File: src/design/skf_pkg.sv
`timescale 1ns / 1ps
// ----------------------------------------------------------------------------
// skf_pkg
// Shared constants, codes and types for the rate and position fusion block.
// ----------------------------------------------------------------------------
package skf_pkg;

    localparam int FRACTION_BITS = 16;
    localparam int MAX_RANGES    = 1024;
    localparam int CNT_W         = $clog2(MAX_RANGES + 1);
    localparam int SUM_W         = 32 + $clog2(MAX_RANGES);

    // input commands
    localparam logic [1:0] CMD_GYRO  = 2'd0;
    localparam logic [1:0] CMD_ODO   = 2'd1;
    localparam logic [1:0] CMD_LIDAR = 2'd2;

    // register indexes
    localparam logic [2:0] REG_MOTION_VAR = 3'd0;
    localparam logic [2:0] REG_GYRO_VAR   = 3'd1;
    localparam logic [2:0] REG_LIDAR_VAR  = 3'd2;
    localparam logic [2:0] REG_COLL_THR   = 3'd3;
    localparam logic [2:0] REG_RANGE_FLR  = 3'd4;
    localparam logic [2:0] REG_RANGE_CEIL = 3'd5;

    // result kinds
    localparam logic EVT_FUSED = 1'b0;
    localparam logic EVT_RELOC = 1'b1;

    // whole number to fixed point, saturating
    function automatic logic [31:0] fx_whole(input logic [31:0] units);
        logic [63:0] v;
        v = {32'd0, units} << FRACTION_BITS;
        return (v[63:32] != 32'd0) ? 32'hFFFF_FFFF : v[31:0];
    endfunction

    localparam logic [31:0] RST_MOTION_VAR = fx_whole(32'd4);
    localparam logic [31:0] RST_GYRO_VAR   = 32'((64'd1 << FRACTION_BITS) >> 1);
    localparam logic [31:0] RST_LIDAR_VAR  = fx_whole(32'd2);
    localparam logic [31:0] RST_COLL_THR   = fx_whole(32'd100);
    localparam logic [31:0] RST_EST_VAR    = fx_whole(32'd1000);

    typedef enum logic [3:0] {
        S_IDLE,
        S_GYRO,
        S_ODO,
        S_LIDAR,
        S_LWAIT,
        S_FK,
        S_FKW,
        S_FKM,
        S_FKC,
        S_FVD,
        S_FVW,
        S_OUT
    } t_state;

endpackage

File: src/design/skf_div.sv
`timescale 1ns / 1ps
// ----------------------------------------------------------------------------
// skf_div
// Restoring divider, one quotient bit per cycle, 32 bits of quotient.
// The upper numerator half must be below the divisor.
// ----------------------------------------------------------------------------
module skf_div import skf_pkg::*; (
    input  logic        i_clk,
    input  logic        i_rst_n,
    input  logic        i_start,
    input  logic [63:0] i_num,
    input  logic [32:0] i_den,
    output logic        o_done,
    output logic [31:0] o_quot
);

    logic [32:0] r_rem, n_rem;
    logic [31:0] r_low, n_low;
    logic [32:0] r_den;
    logic [4:0]  r_cnt;
    logic        r_busy;
    logic        r_done;
    logic [33:0] trial;
    logic [33:0] diff;
    logic        ge;

    // one trial subtraction per cycle
    always_comb begin
        trial = {r_rem, r_low[31]};
        diff  = trial - {1'b0, r_den};
        ge    = (trial >= {1'b0, r_den});
        n_rem = ge ? diff[32:0] : trial[32:0];
        n_low = {r_low[30:0], ge};
    end

    // control
    always_ff @(posedge i_clk) begin
        if (!i_rst_n) begin
            r_busy <= 1'b0;
            r_done <= 1'b0;
            r_cnt  <= '0;
        end else begin
            r_done <= r_busy && (r_cnt == 5'd31);
            if (i_start) begin
                r_busy <= 1'b1;
                r_cnt  <= '0;
            end else if (r_busy) begin
                r_cnt <= r_cnt + 5'd1;
                if (r_cnt == 5'd31) begin
                    r_busy <= 1'b0;
                end
            end
        end
    end

    // datapath
    always_ff @(posedge i_clk) begin
        if (i_start) begin
            r_rem <= {1'b0, i_num[63:32]};
            r_low <= i_num[31:0];
            r_den <= i_den;
        end else if (r_busy) begin
            r_rem <= n_rem;
            r_low <= n_low;
        end
    end

    assign o_done = r_done;
    assign o_quot = r_low;

endmodule

File: config.mk
export PLATFORM = sky130hd
export DESIGN_NAME = skf_div
export DESIGN_NICKNAME = d
export VERILOG_FILES = /design/src/design/skf_pkg.sv /design/src/design/skf_div.sv
export SDC_FILE = /design/constraint.sdc
export NUM_CORES = 1
export LEC_CHECK = 0
export ABC_AREA = 1
export BUFFER_PORTS_ARGS = -buffer_cell sky130_fd_sc_hd__buf_2
export CORE_MARGIN = 3
export CORE_UTILIZATION = 40
export DETAILED_ROUTE_END_ITERATION = 10
export GPL_TIMING_DRIVEN = 1
export PLACE_DENSITY = 0.64
export SYNTH_ARGS = -nofsm -noshare
export SYNTH_HDL_FRONTEND = slang
export SYNTH_SLANG_ARGS = --single-unit
File: constraint.sdc
create_clock -name i_clk -period 6 [get_ports i_clk]
set_input_delay 1.2 -clock i_clk [delete_from_list [all_inputs] [get_ports i_clk]]
set_output_delay 1.2 -clock i_clk [all_outputs]
set_load 0.02 [all_outputs]
==> impl_metrics.yaml, run 1 <==
critical_path:
  cpMaxStageDelayCell: "nor2_4"
  crit_arrival_ns: 3.30
  cp_cell_sequence: "ha_1, a21oi_1, nand2_1, a21oi_1, nand2_1, nor2_4, nand2_8, nand2_1, nand3_1, nand2_1"
  crit_path_end_kind: "flop"
  setup.worst_path.class: "reg -> reg"
  crit_fanout: 35
  cpMostUsedCell: "nand2_1"
  worst_ep_required_time_ns: 6.24
  critPathMaxStageDelay_ns: 0.80
  worst_setup_path_start_kind: "flop"
sta:
  maxSlewViolCount: 0
  finClkSkew_ns: 0.0128
  timing.setup.tns_ns: 0
  setup_viol: 0
  timing.hold.ws_ns: 0.476
  rsz0062_at_grt: "no"
  timing.fmax_mhz: 326
  max_slew_margin: 0.309
  post-route-min-period_ns: 3.07
  worst_slew_pin_slew_ns: 1.04
  hold_viol: 0
  period_share: 0.511
finish:
  layout.cells.non_filler: 1371
  antenna_cells: 0
  final_nets: 1273
  drive_gt1_frac: 0.189
  fillers: 1842
  fin_area_sq_um: 8640
  area_delta_synth_final_pct: 15.1
grt:
  grt_max_degree: 71
  grt_util_all_layers: 0.194
  grt_pass1_vias: 6343
  grt_overflow_total: 0
  antenna_found_initial: 0
  grt_pass1_wl_microns: 31400
detailed_routing:
  top_layer_used: "met4"
  wl_met3_microns: 1190
  vias: 6505
  drtPass1Iterations: 5
  wl_per_cell_microns: 14.0
  wl_met2_microns: 8420
  totalWireLength_microns: 19200
  postRouteAntennaNets: 0
  drc: 0
  drt-initial-drc-count: 436
  vias_per_cell: 4.74
  drt-met1-wl_microns: 9200
placed_design:
  dpl.cell_count: 1355
  dpl-instance-area_sq_um: 8320
  gp_congestion: 0.933
  post-dp-hpwl_microns: 14400
  io_buffers: 132
logic_synthesis:
  yosysMostFrequentCell: "nand2_1"
  yosys-top-cells-count: "nand2_1, inv_1, edfxtp_1"
  synth_area_leaders: "edfxtp_1, nand2_1, inv_1"
  synth_top_area_frac: 0.388
  yosysSeqAreaShare: 0.410
  ys_seq_elements: 105
  ys.flop_type: "edfxtp_1"
  synth_cell_types: 35
  synthCells: 1015
  syn-num-nets: 1151
  yosysTopAreaCell: "edfxtp_1"
  syn_area_per_cell_sq_um: 7.39
  async_flop_share: 0
  synth_edf_count: 97
  netlist_area_sq_um: 7500
  synth_warnings: 0
die:
  die_area_sq_um: 20400
  dieHeight_microns: 143
  rows: 49
  num_io_pins: 133
  die_x_microns: 143
  core_sq_um: 18200
  start_util: 0.412
clocking:
  post_cts_buffers: 0
  path_clk_slew_ns: 0.08
  ctsHoldBuffers: 0
  cts.sinks: 105
  htree_levels: 3
  clockBufferDepth: 2
  cts_resized: 0
  cts_buffers: 9
  root_buffer: "clkbuf_16"
  cts_tree: "done"
  worstSkewPairLatency_ns: 0.36
pwr:
  leakage_nw: 4.55
  p_total_mw: 2.83
  pwr_density_cell_nw_per_um2: 328
  ir_drop_uv: 170
job:
  drv_cap: 0
run_status:
  status: "complete, no violations"
worst_hold_path:
  hp-class: "reg -> reg"
-- layer usage --
layer	vias to the layer above	global-route usage
li1	3401	-
met1	2916	0.277
met2	168	0.299
met3	20	0.0388
met4	0	0.0570
met5	-	0
-- path summary, 6_finish.rpt --
kind                         startpoint                    end  slack, ns  depth (start not counted)
setup / recovery    r_rem[28]$_DFFE_PP_    r_rem[31]$_DFFE_PP_       2.93                         10
hold / removal    r_cnt[4]$_SDFFE_PP0P_  r_cnt[4]$_SDFFE_PP0P_       0.48                          2
setup reg to reg    r_rem[28]$_DFFE_PP_    r_rem[31]$_DFFE_PP_       2.93                         10
hold reg to reg   r_cnt[4]$_SDFFE_PP0P_  r_cnt[4]$_SDFFE_PP0P_       0.48                          2
-- cells by family after synthesis --
group | share of synthesized area
AND/OR/NAND/NOR | 0.384
buffers and inverters | 0.107
flip-flops | 0.410
adder cells (fa/ha/maj) | 0.0610
AO/OA/AOI/OAI | 0.0213
XOR/XNOR | 0.0175
-- final cells by class --
class | instances | area (sq um) | area share
clock buffers | 9 | 225 | 0.0261
clock inverters | 7 | 97.6 | 0.0113
inverters | 171 | 642 | 0.0743
multi-input cells | 715 | 3630 | 0.420
flip-flops and latches | 105 | 3070 | 0.356
well taps | 229 | 287 | 0.0332
repair buffers | 135 | 686 | 0.0794
-- layout by cell type (no fill, tap or decap) --
cell and n:
nand2_1 423, inv_1 166, buf_2 131, edfxtp_1 97, nor2_1 43, nand3_1 43
nand3b_1 42, nand2_2 39, ha_1 35, a21oi_1 23, xnor2_1 13, nor3_1 11
nand3_2 9, clkbuf_16 9, dfxtp_1 8, nand4_1 6, inv_2 5, and2_1 5
buf_4 4, nor2_2 3, nor2_4 3, inv_8 3, a31oi_1 2, a21o_1 2
o21ai_0 2, nor3_2 2, xor2_1 2, clkinv_4 2, nor4_1 1, a211oi_1 1
or2_4 1, nor3_4 1, nand3_4 1, nand2_8 1, fa_1 1, bufinv_16 1
clkinv_8 1
-- where the power goes --
group | internal (mW) | leakage [nW] | switching, mW
logic | 0.432 | 3.35 | 0.778
clock network | 0.338 | 0.158 | 0.310
registers | 0.922 | 1.04 | 0.0506
total | 1.69 | 4.55 | 1.14
-- metrics by stage --
stage	worst slack, ns	utilization
floorplan	2.77	-
CTS	2.88	0.474
global placement	2.73	0.457
detailed placement	2.67	0.457
finish	2.93	0.474
global route	2.64	0.474
-- critical path, delay by kind of cell (launching register included) --
family	cells	cell delay, ns
AOI/OAI and AO/OA	2	0.38
and+or+nand+nor	7	1.73
DFF	1	0.42
adders and majority gates	1	0.39
-- flip-flops by register name, indices dropped and copies added, names as in the netlist --
| signal | cells |
|---|---|
| o_done | 1 |
| r_den | 33 |
| r_cnt | 5 |
| o_quot | 32 |
| r_busy | 1 |
| r_rem | 33 |
Note: power is estimated with default switching activity, not from simulation.
==> run 2: changes to the inputs <==
--- a/config.mk
+++ b/config.mk
@@ -11,7 +11,7 @@
 export CORE_UTILIZATION = 40
 export DETAILED_ROUTE_END_ITERATION = 10
 export GPL_TIMING_DRIVEN = 1
-export PLACE_DENSITY = 0.64
+export PLACE_DENSITY = 0.67
 export SYNTH_ARGS = -nofsm -noshare
 export SYNTH_HDL_FRONTEND = slang
 export SYNTH_SLANG_ARGS = --single-unit
==> constraint.sdc (replaced) <==
create_clock -name i_clk -period 2.5 [get_ports i_clk]
set_input_delay 0.5 -clock i_clk [delete_from_list [all_inputs] [get_ports i_clk]]
set_output_delay 0.5 -clock i_clk [all_outputs]
set_load 0.02 [all_outputs]
==> impl_metrics.yaml, run 2 (synthesis results as in run 1) <==
pwr:
  leakage_nw: 4.76
  p_total_mw: 7.25
  clock_power_share: 0.199
  combPwrFrac: 0.474
  ir_drop_uv: 402
  pwr-share-seq: 0.327
  pwr_density_cell_nw_per_um2: 779
  intPower_mw: 4.29
  switching_share: 0.408
  p_sw_mw: 2.96
detailed_routing:
  wl_per_cell_microns: 14.6
  postRouteAntennaNets: 0
  drt-initial-drc-count: 415
  totalWireLength_microns: 20500
  drtPass1Iterations: 5
  vias_per_cell: 4.80
  vias: 6745
  drc: 0
placed_design:
  post-place-ws_ns: -0.0307
  post-dp-hpwl_microns: 14800
  gp_congestion: 0.969
  io_buffers: 132
finish:
  antenna_cells: 0
  area_delta_synth_final_pct: 24.0
  mostFrequentLayoutCell: "nand2_1"
  final_nets: 1308
  fillers: 1763
  layout_common_cells: "nand2_1, inv_1, buf_2, edfxtp_1, nand2_2"
  post-route-util: 0.511
  drive_gt1_frac: 0.247
sta:
  max_slew_margin: 0.555
  timing.setup.tns_ns: 0
  fin_ws_ns: 0.125
  worst_slew_pin_slew_ns: 0.667
  period_share: 0.950
  timing.fmax_mhz: 421
  setup_viol: 0
  hold_viol: 0
  post-route-min-period_ns: 2.38
  rsz0062_at_grt: "yes"
  timing.hold.ws_ns: 0.306
  finClkSkew_ns: 0.0165
  maxSlewViolCount: 0
die:
  start_util: 0.412
  die_x_microns: 143
  core_sq_um: 18200
  num_io_pins: 133
  die_area_sq_um: 20400
  rows: 49
  dieHeight_microns: 143
critical_path:
  cpMaxStageDelayCell: "edfxtp_1"
  cp_cell_sequence: "ha_1, nand2_1, inv_1, nand2_1, nand2_1, nand2_1, nand3_2, nand2_2, nand2_2, nand3_4, buf_4, clkbuf_16, nand3b_1, nand3_1, nand2_1"
  cpMostUsedCell: "nand2_1"
  crit_path_end_kind: "flop"
  worst_setup_path_start_kind: "flop"
  critPathMaxStageDelay_ns: 0.40
  worst_ep_required_time_ns: 2.62
  crit_fanout: 13
  crit_arrival_ns: 2.49
  setup.worst_path.class: "reg -> reg"
  critPathBufInv: 3
  crit_family: "simple AND/OR/NAND/NOR gates"
grt:
  grt_max_degree: 66
  grt_pass1_vias: 6239
  grt_util_all_layers: 0.189
  antenna_found_initial: 0
  grt_overflow_total: 0
  grt_pass1_wl_microns: 30800
clocking:
  root_buffer: "clkbuf_16"
  path_clk_slew_ns: 0.09
  ctsHoldBuffers: 0
  clockBufferDepth: 2
  cts_tree: "done"
  cts_buffers: 9
  cts.sinks: 105
  worstSkewPairLatency_ns: 0.36
  htree_levels: 3
worst_hold_path:
  hp-class: "in -> reg"
run_status:
  status: "complete, no violations"
job:
  drv_cap: 0
run 2: cell types whose count changed in the layout (fill, tap and decap cells not counted), moves of 3 or more:
cell and change:
buf_4 +24, ha_1 -20, ha_4 +18, nand2_1 -7, nand2_2 +7, nor2_1 -6
nor2_2 +6, buf_12 +4, nand2_8 +4, inv_6 +3
run 2: timing repair:
action                                  CTS  global route
endpoints found under the setup margin   25            33
hold endpoints to repair                  0             0
gates resized for setup                   1            57
pin swaps                                 0            10
buffers inserted                          0            17
cloned                                    0             5
run 2: power by group through the flow:
| stage | Sequential, mW | Clock [mW] | Combinational, mW |
|---|---|---|---|
| final | 2.37 | 1.45 | 3.43 |
| after global routing | 2.40 | 1.53 | 3.83 |
| after CTS | 2.33 | 1.48 | 2.96 |
| after detailed placement | 2.36 | 0 | 2.95 |
| after global placement | 2.37 | 0 | 2.92 |
| after floorplan | 2.40 | 0 | 2.26 |
run 2: metal layers:
metal | up-vias | part of all wire | global-route usage | wire length [microns]
li1 | 3487 | - | - | -
met1 | 3038 | 0.47 | 0.267 | 9570
met2 | 197 | 0.45 | 0.291 | 9150
met3 | 23 | 0.072 | 0.0459 | 1470
met4 | 0 | 0.015 | 0.0470 | 306
met5 | - | 0 | 0 | 0
run 2: final cells by class:
| cell class | instances | area [sq um] | share of cell area |
|---|---|---|---|
| multi-input combinational | 719 | 4000 | 0.430 |
| sequential | 105 | 3070 | 0.330 |
| timing repair buffer | 166 | 993 | 0.107 |
| inverter | 171 | 646 | 0.0694 |
| tap | 229 | 287 | 0.0308 |
| clock buffer | 9 | 225 | 0.0242 |
| clock inverter | 7 | 78.8 | 0.00847 |
run 2: path summary, 6_finish.rpt:
kind                          from                     to  slack (ns)  cells after the start
max             r_rem[4]$_DFFE_PP_    r_rem[18]$_DFFE_PP_        0.12                     15
min                       i_den[2]     r_den[2]$_DFFE_PP_        0.31                      1
max reg2reg     r_rem[4]$_DFFE_PP_    r_rem[18]$_DFFE_PP_        0.12                     15
min reg2reg  r_cnt[4]$_SDFFE_PP0P_  r_cnt[4]$_SDFFE_PP0P_        0.48                      2
run 2: stage by stage:
stage	std cells	cell area, sq um
CTS	1384	8720
floorplan	1015	7510
global route	1406	9310
global placement	1368	8420
detailed placement	1368	8420
finish	1406	9310
==> run 3: changes to the inputs <==
--- a/config.mk
+++ b/config.mk
@@ -12,6 +12,7 @@
 export DETAILED_ROUTE_END_ITERATION = 10
 export GPL_TIMING_DRIVEN = 1
 export PLACE_DENSITY = 0.67
+export REMOVE_ABC_BUFFERS = 1
 export SYNTH_ARGS = -nofsm -noshare
 export SYNTH_HDL_FRONTEND = slang
 export SYNTH_SLANG_ARGS = --single-unit
==> impl_metrics.yaml, run 3 (synthesis results as in run 1) <==
clocking:
  root_buffer: "clkbuf_16"
  clockBufferDepth: 2
  htree_levels: 3
  cts.sinks: 105
  cts_buffers: 9
  path_clk_slew_ns: 0.07
  cts_tree: "done"
  worstSkewPairLatency_ns: 0.36
critical_path:
  crit_fanout: 13
  worst_ep_required_time_ns: 2.60
  cpMaxStageDelayCell: "edfxtp_1"
  crit_family: "simple AND/OR/NAND/NOR gates"
  cpMostUsedCell: "nand2_1"
  critPathMaxStageDelay_ns: 0.40
  crit_path_end_kind: "flop"
  setup.worst_path.class: "reg -> reg"
  crit_arrival_ns: 2.47
  worst_setup_path_start_kind: "flop"
  critPathBufInv: 1
  cp_cell_sequence: "ha_1, nand2_1, nor2_1, nand4_1, nor2_1, nand2_1, nor2_4, nor2_4, nand2_8, buf_12, nand2_2, nand3_1, nand2_1"
grt:
  grt_pass1_wl_microns: 31500
  grt_util_all_layers: 0.193
  grt_max_degree: 68
  grt-busiest-layer: "met2"
  grt_overflow_total: 0
  met3_usage: 0.0338
  antenna_found_initial: 0
  met2_usage: 0.309
  use_met1: 0.264
  grt_pass1_vias: 6525
detailed_routing:
  totalWireLength_microns: 19000
  wl_per_cell_microns: 13.6
  vias: 6537
  drtPass1Iterations: 4
  postRouteAntennaNets: 0
  vias_per_cell: 4.68
  drc: 0
  drt-initial-drc-count: 399
sta:
  finClkSkew_ns: 0.00864
  timing.hold.ws_ns: 0.311
  rsz0062_at_grt: "yes"
  maxSlewViolCount: 0
  setup_viol: 0
  worst_slew_pin_slew_ns: 0.696
  post-route-min-period_ns: 2.37
  max_slew_margin: 0.536
  period_share: 0.947
  timing.fmax_mhz: 423
  timing.setup.tns_ns: 0
  hold_viol: 0
run_status:
  status: "complete, no violations"
pwr:
  leakage_nw: 4.70
  pwr_density_cell_nw_per_um2: 774
  ir_drop_uv: 383
die:
  core_sq_um: 18200
  rows: 49
  die_x_microns: 143
  die_area_sq_um: 20400
  start_util: 0.412
  dieHeight_microns: 143
  num_io_pins: 133
finish:
  drive_gt1_frac: 0.225
  layout_common_cells: "nand2_1, inv_1, buf_2, edfxtp_1, nand2_2"
  layout.cells.non_filler: 1397
  mostFrequentLayoutCell: "nand2_1"
  fillers: 1809
  antenna_cells: 0
  final_nets: 1299
  area_delta_synth_final_pct: 20.4
worst_hold_path:
  hp-class: "in -> reg"
placed_design:
  dpl.cell_count: 1380
  io_buffers: 132
  post-dp-hpwl_microns: 14800
  gp_congestion: 0.954
job:
  drv_cap: 0
run 3: cell types whose count changed in the layout (fill, tap and decap cells not counted), moves of 3 or more:
cell      previous run  this run
ha_1                15        24
ha_4                18        10
buf_4               28        22
nand2_8              5         1
nor2_1              37        41
nor2_2               9         5
clkinv_2             0         3
inv_6                3         0
run 3: path summary, 6_finish.rpt:
path | startpoint | to | depth (start not counted) | slack (ns)
max | r_rem[3]$_DFFE_PP_ | r_rem[6]$_DFFE_PP_ | 13 | 0.13
min | i_den[17] | r_den[17]$_DFFE_PP_ | 1 | 0.31
max reg2reg | r_rem[3]$_DFFE_PP_ | r_rem[6]$_DFFE_PP_ | 13 | 0.13
min reg2reg | r_rem[32]$_SDFFE_PP0P_ | r_rem[32]$_SDFFE_PP0P_ | 2 | 0.47
run 3: what timing repair did:
| item | in CTS | in global routing |
|---|---|---|
| resized for setup | 1 | 30 |
| pin swaps | 0 | 2 |
| hold buffers | 0 | 0 |
| endpoints found under the setup margin | 1 | 32 |
| buffers inserted | 0 | 1 |
run 3: worst register-to-register path, cell delays in order, from the launching register on:
cell and delay, ns:
edfxtp_1 0.40, ha_1 0.35, nand2_1 0.11, nor2_1 0.17
nand4_1 0.14, nor2_1 0.17, nand2_1 0.11, nor2_4 0.11
nor2_4 0.08, nand2_8 0.10, buf_12 0.15, nand2_2 0.06
nand3_1 0.06, nand2_1 0.09
run 3: per-stage QoR:
step | utilization | cell area, sq um | power (mW) | worst slack, ns
floorplan | - | 7340 | 4.53 | 0.0593
global placement | 0.470 | 8550 | 5.48 | 0.0468
detailed placement | 0.470 | 8550 | 5.50 | 0.0195
CTS | 0.485 | 8840 | 6.90 | 0.0294
global route | 0.496 | 9030 | 7.53 | -0.0128
finish | 0.496 | 9030 | 6.99 | 0.133
run 3: layer usage:
layer / part of all wire / up-vias
li1: - / 3460
met1: 0.48 / 2917
met2: 0.44 / 138
met3: 0.054 / 22
met4: 0.019 / 0
met5: 0 / -
run 3: final cells by class:
class / count / area [sq um] / area share
inverter: 171 / 642 / 0.0711
multi-input combinational: 715 / 3790 / 0.420
clock buffer: 9 / 225 / 0.0249
tap: 229 / 287 / 0.0317
sequential: 105 / 3070 / 0.340
clock inverter: 7 / 53.8 / 0.00596
timing repair buffer: 161 / 962 / 0.107
run 3: report_power, final:
part | total, mW | switching, mW | internal [mW]
clock network | 1.37 | 0.681 | 0.687
logic | 3.27 | 1.97 | 1.30
registers | 2.35 | 0.137 | 2.21
